<file path="src/design/tcb_pkg.sv">
`timescale 1ns / 1ps
// ----------------------------------------------------------------------------
// tcb_pkg: shared types and constants of the text cell buffer blitter
// Opcodes, controller/datapath command and status structs, default geometry.
// ----------------------------------------------------------------------------
package tcb_pkg;

   localparam int DefaultCols = 80;
   localparam int DefaultRows = 25;

   localparam logic [7:0] SpaceCode = 8'h20;

   typedef enum logic [2:0] {
      OP_PUT    = 3'd0,
      OP_READ   = 3'd1,
      OP_CLRROW = 3'd2,
      OP_CLRALL = 3'd3,
      OP_SCRUP  = 3'd4,
      OP_SCRDN  = 3'd5,
      OP_COPY   = 3'd6,
      OP_FILL   = 3'd7
   } opcode_type;

   // controller -> datapath
   typedef struct packed {
      logic load;      // capture request, compute rectangle
      logic step_rd;   // issue read of source cell at current position
      logic step_wr;   // write destination cell at current position
      logic advance;   // move to next position
      logic respond;   // drive result strobe
   } dp_cmd_type;

   // datapath -> controller
   typedef struct packed {
      logic needs_read;  // current cell is read from the store first
      logic empty;       // nothing to write
      logic last;        // current position is the final one
   } dp_stat_type;

endpackage

</file>
<file path="src/design/tcb_ctrl.sv">
`timescale 1ns / 1ps
// ----------------------------------------------------------------------------
// tcb_ctrl: command sequencer
// One-hot state machine stepping the datapath through an item's cells.
// ----------------------------------------------------------------------------
module tcb_ctrl
   import tcb_pkg::*;
(
   input  logic        clock,
   input  logic        reset,
   input  logic        start,
   output logic        busy,
   output dp_cmd_type  cmd,
   input  dp_stat_type stat
);

   typedef enum logic [5:0] {
      ST_IDLE  = 6'b000001,
      ST_SETUP = 6'b000010,
      ST_READ  = 6'b000100,
      ST_WAIT  = 6'b001000,
      ST_WRITE = 6'b010000,
      ST_RESP  = 6'b100000
   } state_type;

   state_type state_ff, state_in;

   always_ff @(posedge clock) begin
      if (reset) begin
         state_ff <= ST_IDLE;
      end else begin
         state_ff <= state_in;
      end
   end

   always_comb begin
      state_in = state_ff;
      cmd      = '0;
      unique case (state_ff)
         ST_IDLE: begin
            if (start) begin
               cmd.load = 1'b1;
               state_in = ST_SETUP;
            end
         end
         ST_SETUP: begin
            if (stat.empty) begin
               state_in = ST_RESP;
            end else if (stat.needs_read) begin
               state_in = ST_READ;
            end else begin
               state_in = ST_WRITE;
            end
         end
         ST_READ: begin
            cmd.step_rd = 1'b1;
            state_in    = ST_WAIT;
         end
         ST_WAIT: begin
            state_in = ST_WRITE;
         end
         ST_WRITE: begin
            cmd.step_wr = 1'b1;
            if (stat.last) begin
               state_in = ST_RESP;
            end else begin
               cmd.advance = 1'b1;
               state_in    = stat.needs_read ? ST_READ : ST_WRITE;
            end
         end
         ST_RESP: begin
            cmd.respond = 1'b1;
            state_in    = ST_IDLE;
         end
         default: begin
            state_in = ST_IDLE;
         end
      endcase
   end

   assign busy = (state_ff != ST_IDLE);

endmodule

</file>
<file path="config.mk">
export PLATFORM = sky130hd
export DESIGN_NAME = tcb_ctrl
export DESIGN_NICKNAME = d
export VERILOG_FILES = /design/src/design/tcb_pkg.sv /design/src/design/tcb_ctrl.sv
export SDC_FILE = /design/constraint.sdc
export NUM_CORES = 1
export LEC_CHECK = 0
export BUFFER_PORTS_ARGS = -buffer_cell sky130_fd_sc_hd__buf_4
export CORE_MARGIN = 5
export CORE_UTILIZATION = 25
export CTS_CLUSTER_DIAMETER = 150
export DETAILED_ROUTE_END_ITERATION = 8
export PLACE_DENSITY = 0.49
export SETUP_SLACK_MARGIN = 0.15
export SLEW_MARGIN = 10
export SYNTH_ARGS = -nofsm -noshare
export SYNTH_HDL_FRONTEND = slang
export SYNTH_SLANG_ARGS = --single-unit
</file>
<file path="constraint.sdc">
create_clock -name clock -period 1.8 [get_ports clock]
set_clock_uncertainty 0.15 [all_clocks]
set_input_delay 0.27 -clock clock [delete_from_list [all_inputs] [get_ports clock]]
set_output_delay 0.27 -clock clock [all_outputs]
set_load 0.05 [all_outputs]
</file>
==> out/results.md, run 1 <==
| Metric | Value |
|:---|:---|
| Worst-Skew Late Latency | 250 ps |
| Antenna Nets Post-Route | 0 |
| CP max FO | 3 |
| Slowest Stage Delay on Critical Path | 560 ps |
| Largest register FFs | 6 |
| Post-synthesis register bit count | 6 |
| Gpl congestion | 0.707 |
| Register bank with the most flops | state_ff |
| CTS Root Cell | sky130_fd_sc_hd__clkbuf_4 |
| Placeable core area | 0.00127 mm² |
| Deepest level of the CTS H-tree | 1 |
| Multi-input gate area | 250 µm² |
| WP data required | 1380 ps |
| Top cell type's share of synthesized area | 0.365 |
| Share of flip-flops with an asynchronous set or reset | 0 |
| Clk slew on worst S/H paths | 50 ps |
| Std cell rows | 13 |
| Grt total ovfl | 0 |
| Max-cap check violation count | 0 |
| First-pass GRT wire length | 1540 µm |
| Gate count of the mapped netlist | 37 |
| Sum of net half-perimeters after detailed placement | 724 µm |
| Initial core utilization | 0.259 |
| Post-detailed-route DRC marker count | 0 |
| Synth Flop Type | sky130_fd_sc_hd__dfxtp_1 |
| Switching component of the power | 110 µW |
| Layout Cells excl Fill | 73 |
| Cts hold-fix bufs | 0 |
| Layout cell share with drive strength beyond 1 | 0.655 |
| Number of enable-type register cells in the synthesized netlist | 0 |
| Largest net degree at the start of global routing | 8 |
| Total inserted antenna cells | 0 |
| IR Drop Worst-Case VDD | 0.000353 V |
| Cells along the critical path | or4_4 -> buf_4 -> nor2_4 -> buf_8 |
| Count of unique library cells instantiated by Yosys | 23 |
| TritonCTS clock tree | built |
| Die footprint | 0.00214 mm² |
| Part of the power in the clock network | 0.335 |
| Final-report setup violation count | 3 |
| Part of the total power dissipated in combinational logic | 0.293 |
| Relative slew slack | 0.782 |
| Sequential standard cell area | 131 µm² |
| Number of global-route vias before repair | 361 |
| Overall die height | 46.3 µm |
| Die Span X | 46.3 µm |
| Final instance area | 607 µm² |
| Cell with the most instances after synthesis | sky130_fd_sc_hd__nor2_1 |
| Reported leakage power | 0.261 nW |
| Sort of element at the end of the critical path | primary output |
| Number of antenna violations at the first check in global routing | 0 |
| Switching Share | 0.296 |
| Transition time of the tightest slew-check pin | 326 ps |
| Initial detailed-routing violation count | 2 |
| Per-cell via count in the routed design | 5.15 |
| Count of boundary I/O pins | 12 |
| Outcome | finished with violations |
| Critical path class | reg -> out |
| Share of the cycle needed by the critical path after routing | 1.08 |
| Number of pins exceeding their max-slew limit in the final report | 0 |
| Power density relative to cell area | 612 mW/mm² |
| Warning count from the yosys run | 0 |
| Routed vias | 376 |
| RSZ-0062 raised after global routing | yes |
| Average cell area after synthesis | 8.89 µm² |
| Total clock buffers created by CTS | 3 |
| Synthesized net count | 43 |
| Top cells by count, synth | sky130_fd_sc_hd__nor2_1 (8), sky130_fd_sc_hd__dfxtp_1 (6), sky130_fd_sc_hd__nor3_1 (2), sky130_fd_sc_hd__nor4_1 (2) |
| Maximum clock path buffer count | 2 |
| Post-DP Area | 493 µm² |
| Worst hold path class | in -> reg |
| Fill cell instance count of the final layout | 115 |
| Kind of launch point of the worst setup path | flop |
| Internal Dissipation | 261 µW |
| Number of hold violations in the final report | 0 |
| Setup Slack @ Placement | 56.3 ps |
| Worst-path cell with the longest stage delay | sky130_fd_sc_hd__or4_4 |
| Initial DRT Pass Iterations | 3 |
| Cell accounting for the most synthesized area | sky130_fd_sc_hd__dfxtp_1 |
| Worst-case setup margin in the final layout | -152 ps |
| Sequential cell area fraction in the yosys report | 0.365 |
| Routed wire length per instance | 13.6 µm |
| Largest cells by area after synthesis | sky130_fd_sc_hd__dfxtp_1 (37%), sky130_fd_sc_hd__nor2_1 (9.1%), sky130_fd_sc_hd__nor4_1 (3.8%) |
| Cell Area, Synth | 329 µm² |
| CP Data Arrival Time | 1530 ps |
| Sequential cell fraction of total power | 0.373 |
| Total global routing track utilization | 0.109 |
| Min cycle time layout | 1950 ps |
| Number of nets in the layout | 66 |
| Area grow syn2layout | 84.4% |
| Registers with the most flip-flops | state_ff (6) |
| Total number of clock tree sinks | 6 |
| Drt total wl | 994 µm |
| Register-to-Register Setup Slack | 160 ps |
| Maximum clock frequency | 512 MHz |
| Failing checks | negative setup slack |
| Number of cells in the design after placement | 66 |
| I/O Buffers | 11 |
[through the flow]
stage	hold WS [ps]	power (mW)	util	setup TNS, ps
floorplan	192	0.201	-	-366
global placement	306	0.236	0.389	0
detailed placement	309	0.238	0.389	0
CTS	48.2	0.370	0.438	-294
global route	43.5	0.393	0.478	-618
finish	56.6	0.371	0.478	-370
[placed cells by master, fill, tap and decap left out, drive strengths merged, types with 2 or more instances in the layout]
| master | count |
|---|---|
| nor4 | 2 |
| nor3 | 3 |
| buf | 19 |
| clkbuf | 3 |
| nor2 | 8 |
| dfxtp | 6 |
| and3b | 2 |
[cell type report]
type / count / area share
clock buffers: 3 / 0.0371
multi-input cells: 29 / 0.412
flip-flops and latches: 6 / 0.216
repair buffers: 19 / 0.297
well taps: 15 / 0.0309
inverters: 1 / 0.00619
[repair_timing]
item / in CTS / in global routing
resized for setup: 9 / 9
gates cloned: 0 / 0
endpoints found under the setup margin: 7 / 7
pin swaps: 5 / 4
buffers inserted: 1 / 3
[path summary, 6_finish.rpt]
kind               startpoint           to  cells past startpoint
setup / recovery  state_ff[5]       cmd[2]                      4
hold / removal          reset  state_ff[3]                      2
setup reg to reg  state_ff[5]  state_ff[4]                      5
hold reg to reg   state_ff[3]  state_ff[4]                      2
[routing by layer]
metal,global-route usage,vias to the layer above,routed length (µm)
met4,0.102,0,19
met2,0.179,15,507
met5,0,-,0
met1,0.0970,173,400
met3,0.0508,4,66
li1,-,184,-
[worst max-delay path: cells and delay by family (launching register included)]
kind                   cells  cell delay [ps]
AND/OR/NAND/NOR            2              660
flip-flops                 1              310
buffers and inverters      2              320
[kinds of logic after synthesis]
family / after synthesis / share of synthesized area
compound gates: 6 / 0.148
xor+xnor: 1 / 0.0266
buf+inv: 2 / 0.0342
flops: 6 / 0.365
simple gates: 22 / 0.426
[power groups by stage]
stage	sequential [mW]	combinational, mW	clock [mW]
2_1_floorplan	0.145	0.0561	0
3_3_place_gp	0.143	0.0933	0
3_5_place_dp	0.143	0.0950	0
4_1_cts	0.139	0.101	0.131
5_1_grt	0.139	0.115	0.139
6_report	0.138	0.109	0.124
(Power assumes the default switching activity.)
==> inputs of run 2 (changes only) <==
Settings changed: PLACE_DENSITY 0.49 to not set.
==> out/results.md, run 2 (synthesis gave the netlist of run 1 again) <==
| Metric | Value |
|:---|:---|
| CP max FO | 3 |
| WP data required | 1380 ps |
| Std cell rows | 13 |
| Placeable core area | 0.00127 mm² |
| Die footprint | 0.00214 mm² |
| Slowest Stage Delay on Critical Path | 580 ps |
| Number of global-route vias before repair | 346 |
| Cts hold-fix bufs | 0 |
| TritonCTS clock tree | built |
| Total clock buffers created by CTS | 3 |
| Initial DRT Pass Iterations | 4 |
| Gpl congestion | 0.687 |
| Post-detailed-route DRC marker count | 0 |
| Registers with the most flip-flops | state_ff (6) |
| Commonest non-fill, non-tap cells in the layout | sky130_fd_sc_hd__buf_4 (15), sky130_fd_sc_hd__nor2_1 (5), sky130_fd_sc_hd__buf_6 (5) |
| CP Data Arrival Time | 1530 ps |
| Power density relative to cell area | 605 mW/mm² |
| First-pass GRT wire length | 1440 µm |
| IR Drop Worst-Case VDD | 0.000419 V |
| Failing checks | negative setup slack |
| Maximum clock frequency | 514 MHz |
| Layout Cells excl Fill | 76 |
| Number of antenna violations at the first check in global routing | 0 |
| Count of boundary I/O pins | 12 |
| Largest register FFs | 6 |
| Drt total wl | 921 µm |
| Outcome | finished with violations |
| I/O Buffers | 11 |
| Routed vias | 367 |
| Reported leakage power | 0.275 nW |
| Overall die height | 46.3 µm |
| Most common cell after layout, fill and taps aside | sky130_fd_sc_hd__buf_4 |
| Maximum clock path buffer count | 2 |
| Die Span X | 46.3 µm |
| Total global routing track utilization | 0.102 |
| Routed wire length per instance | 12.1 µm |
| Relative slew slack | 0.799 |
| Largest net degree at the start of global routing | 8 |
| Number of hold violations in the final report | 0 |
| Number of nets in the layout | 69 |
| Number of pins exceeding their max-slew limit in the final report | 0 |
| Register bank with the most flops | state_ff |
| CTS Root Cell | sky130_fd_sc_hd__clkbuf_4 |
| Worst-Skew Late Latency | 240 ps |
| Worst Hold Slack | 42.9 ps |
| Worst-case setup margin in the final layout | -146 ps |
| Layout cell share with drive strength beyond 1 | 0.656 |
| Total inserted antenna cells | 0 |
| Initial core utilization | 0.259 |
| Number of cells in the design after placement | 66 |
| Worst-path cell with the longest stage delay | sky130_fd_sc_hd__or4_4 |
| Cells along the critical path | or4_4 -> nor3_4 -> buf_6 |
| Deepest level of the CTS H-tree | 1 |
| Area grow syn2layout | 89.4% |
| Max-cap check violation count | 0 |
| Initial detailed-routing violation count | 2 |
| Worst hold path class | in -> reg |
| Sort of element at the end of the critical path | primary output |
| Min cycle time layout | 1950 ps |
| Antenna Nets Post-Route | 0 |
| Share of the cycle needed by the critical path after routing | 1.08 |
| Total Power Consumption | 377 µW |
| Kind of launch point of the worst setup path | flop |
| Total number of clock tree sinks | 6 |
| Critical path class | reg -> out |
| RSZ-0062 raised after global routing | yes |
| Transition time of the tightest slew-check pin | 300 ps |
| Grt total ovfl | 0 |
| Sum of net half-perimeters after detailed placement | 648 µm |
| Clk slew on worst S/H paths | 50 ps |
| Final-report setup violation count | 3 |
| Per-cell via count in the routed design | 4.83 |
-- run 2: per-stage QoR --
step                setup slack (ps)   util  setup TNS, ps  area, µm²
floorplan                       -232      -           -366        369
global placement                66.7  0.389              0        493
detailed placement              60.3  0.389              0        493
CTS                             -141  0.460           -213        583
global route                    -197  0.491           -391        623
finish                          -146  0.491           -201        623
-- run 2: power breakdown --
| group | leakage [nW] | switching, mW | internal (mW) |
|---|---|---|---|
| Combinational | 0.209 | 0.0581 | 0.0549 |
| Sequential | 0.0518 | 0.00264 | 0.135 |
| Clock | 0.0138 | 0.0505 | 0.0756 |
-- run 2: cell type report --
class                      instances  area (µm²)
sequential                         6         131
timing repair buffer              22         199
inverter                           1        3.75
fill                             135         646
tap                               15        18.8
multi-input combinational         29         248
clock buffer                       3        22.5
-- run 2: worst max-delay path: cells and delay by family, from the launching register on --
family | cells | cell delay [ps]
buffers and inverters | 1 | 180
DFF | 1 | 300
and+or+nand+nor | 2 | 790
-- run 2: final timing paths --
kind | start | to | slack [ps] | depth (start not counted)
min reg2reg | state_ff[3] | state_ff[4] | 510 | 2
max reg2reg | state_ff[0] | state_ff[4] | 80 | 6
max | state_ff[0] | cmd[1] | -150 | 3
min | reset | state_ff[3] | 40 | 2
-- run 2: what timing repair did --
action	4_1_cts	5_1_grt
resized for setup	11	5
pin swaps	6	3
buffers inserted	4	3
endpoints found under the setup margin	7	9
-- run 2: per-layer routing --
| layer | global-route usage | up-vias | wire (µm) |
|---|---|---|---|
| li1 | - | 185 | - |
| met1 | 0.104 | 168 | 391 |
| met2 | 0.148 | 14 | 428 |
| met3 | 0.0820 | 0 | 102 |
| met4 | 0.0511 | 0 | 0 |
| met5 | 0 | - | 0 |
==> inputs of run 3 (changes only) <==
Settings changed: CORE_MARGIN 5 to not set.
Clock period 1.8 ns to 2.34 ns, I/O delays scaled along.
==> out/results.md, run 3 (synthesis gave the netlist of run 1 again) <==
| Metric | Value |
|:---|:---|
| Grt total ovfl | 0 |
| Largest register FFs | 6 |
| Antenna Nets Post-Route | 0 |
| Number of pins exceeding their max-slew limit in the final report | 0 |
| Final-report setup violation count | 0 |
| Number of global-route vias before repair | 306 |
| Layout cell share with drive strength beyond 1 | 0.420 |
| Total inserted antenna cells | 0 |
| Clk slew on worst S/H paths | 50 ps |
| Total clock buffers created by CTS | 3 |
| Part of the total power dissipated in combinational logic | 0.221 |
| Routed wire length per instance | 11.0 µm |
| Part of the power in the clock network | 0.365 |
| Register bank with the most flops | state_ff |
| Registers with the most flip-flops | state_ff (6) |
| Sequential cell fraction of total power | 0.415 |
| Post-cts repair resize count | 0 |
| Total number of clock tree sinks | 6 |
| First-pass GRT wire length | 1190 µm |
| Critical path class | reg -> out |
| Outcome | finished clean |
| Total global routing track utilization | 0.125 |
| Die Span X | 38.3 µm |
| Switching component of the power | 78.0 µW |
| Overall die height | 38.3 µm |
| Routed vias | 322 |
| Commonest non-fill, non-tap cells in the layout | sky130_fd_sc_hd__buf_4 (11), sky130_fd_sc_hd__nor2_1 (7), sky130_fd_sc_hd__dfxtp_1 (6) |
| Transition time of the tightest slew-check pin | 593 ps |
| Min cycle time layout | 2100 ps |
| Maximum clock frequency | 476 MHz |
| Relative slew slack | 0.599 |
| Beginning of the worst hold path | reset |
| CP Data Arrival Time | 1600 ps |
| Deepest level of the CTS H-tree | 1 |
| Post-CTS setup-driven buffer insertion count | 0 |
| Share of the cycle needed by the critical path after routing | 0.897 |
| Most common cell after layout, fill and taps aside | sky130_fd_sc_hd__buf_4 |
| Switching Share | 0.292 |
| TritonCTS clock tree | built |
| Reg-to-reg critical path startpoint | state_ff[5] |
| Initial detailed-routing violation count | 0 |
| Std cell rows | 12 |
| Sort of element at the end of the critical path | primary output |
| Post-DP Area | 435 µm² |
| Number of antenna violations at the first check in global routing | 0 |
| Final instance area | 458 µm² |
| Depth of the most critical reg-to-reg path | 3 |
| Worst-Skew Late Latency | 250 ps |
| Largest net degree at the start of global routing | 8 |
| Reported leakage power | 0.195 nW |
| CTS Root Cell | sky130_fd_sc_hd__clkbuf_4 |
| Power density relative to cell area | 583 mW/mm² |
| Internal Dissipation | 189 µW |
| WP data required | 1840 ps |
| Drt total wl | 701 µm |
| Cts hold-fix bufs | 0 |
| Worst setup path startpoint | state_ff[5] |
| Count of boundary I/O pins | 12 |
| Initial core utilization | 0.281 |
| Worst hold path class | in -> reg |
| Area grow syn2layout | 39.2% |
| Per-cell via count in the routed design | 5.03 |
| Post-detailed-route DRC marker count | 0 |
| Number of nets in the layout | 58 |
| Die footprint | 0.00147 mm² |
| Max-cap check violation count | 0 |
| Number of cells in the design after placement | 61 |
| Fill cell instance count of the final layout | 128 |
| Layout Cells excl Fill | 64 |
| IR Drop Worst-Case VDD | 0.000330 V |
| Worst Hold Path Cells | 2 |
| Placeable core area | 0.00117 mm² |
| Initial DRT Pass Iterations | 1 |
| CP max FO | 5 |
| Sum of net half-perimeters after detailed placement | 549 µm |
| Maximum clock path buffer count | 2 |
| Setup Total Neg Slack | 0 ps |
| Number of hold violations in the final report | 0 |
| Kind of launch point of the worst setup path | flop |
| Final core utilization | 0.391 |
| Gpl congestion | 0.704 |
| I/O Buffers | 11 |
| RSZ-0062 raised after global routing | no |
run 3: changes by cell type in the layout (fill, tap and decap cells not counted), sizes merged:
cell / before / now
buf: 22 / 11
run 3: layout make-up:
type / instances / area [µm²] / area share
inverters: 1 / 3.75 / 0.00820
multi-input cells: 29 / 211 / 0.462
flip-flops and latches: 6 / 120 / 0.262
well taps: 14 / 17.5 / 0.0383
repair buffers: 11 / 82.6 / 0.180
clock buffers: 3 / 22.5 / 0.0492
run 3: power groups by stage:
stage,clock network (mW),registers (mW),logic [mW]
after floorplan,0,0.111,0.0415
after global placement,0,0.112,0.0594
after detailed placement,0,0.112,0.0594
after CTS,0.0984,0.110,0.0595
after global routing,0.108,0.111,0.0636
final,0.0972,0.111,0.0589
run 3: stage by stage:
step,setup WS (ps),hold slack (ps),total power [mW]
floorplan,190,273,0.153
global route,158,118,0.282
finish,241,124,0.267
global placement,530,384,0.172
detailed placement,516,386,0.172
CTS,241,124,0.268
run 3: critical path: stages (launching register included):
cell and delay (ps):
sky130_fd_sc_hd__dfxtp_1 330, sky130_fd_sc_hd__or4_4 560, sky130_fd_sc_hd__nor3_2 220, sky130_fd_sc_hd__buf_4 230
run 3: per-layer routing:
layer  share of wire  track usage  vias to the layer above
met3            0.11       0.0756                        5
met5               0            0                        -
met1            0.47        0.130                      137
met4           0.027       0.0804                        0
met2            0.39        0.186                       15
li1                -            -                      165
run 3: path summary, 6_finish.rpt:
kind                                     to  slack, ps
worst max-delay path                 cmd[1]        240
worst max register to register  state_ff[4]        710
worst min-delay path            state_ff[3]        120
worst min register to register  state_ff[1]        470
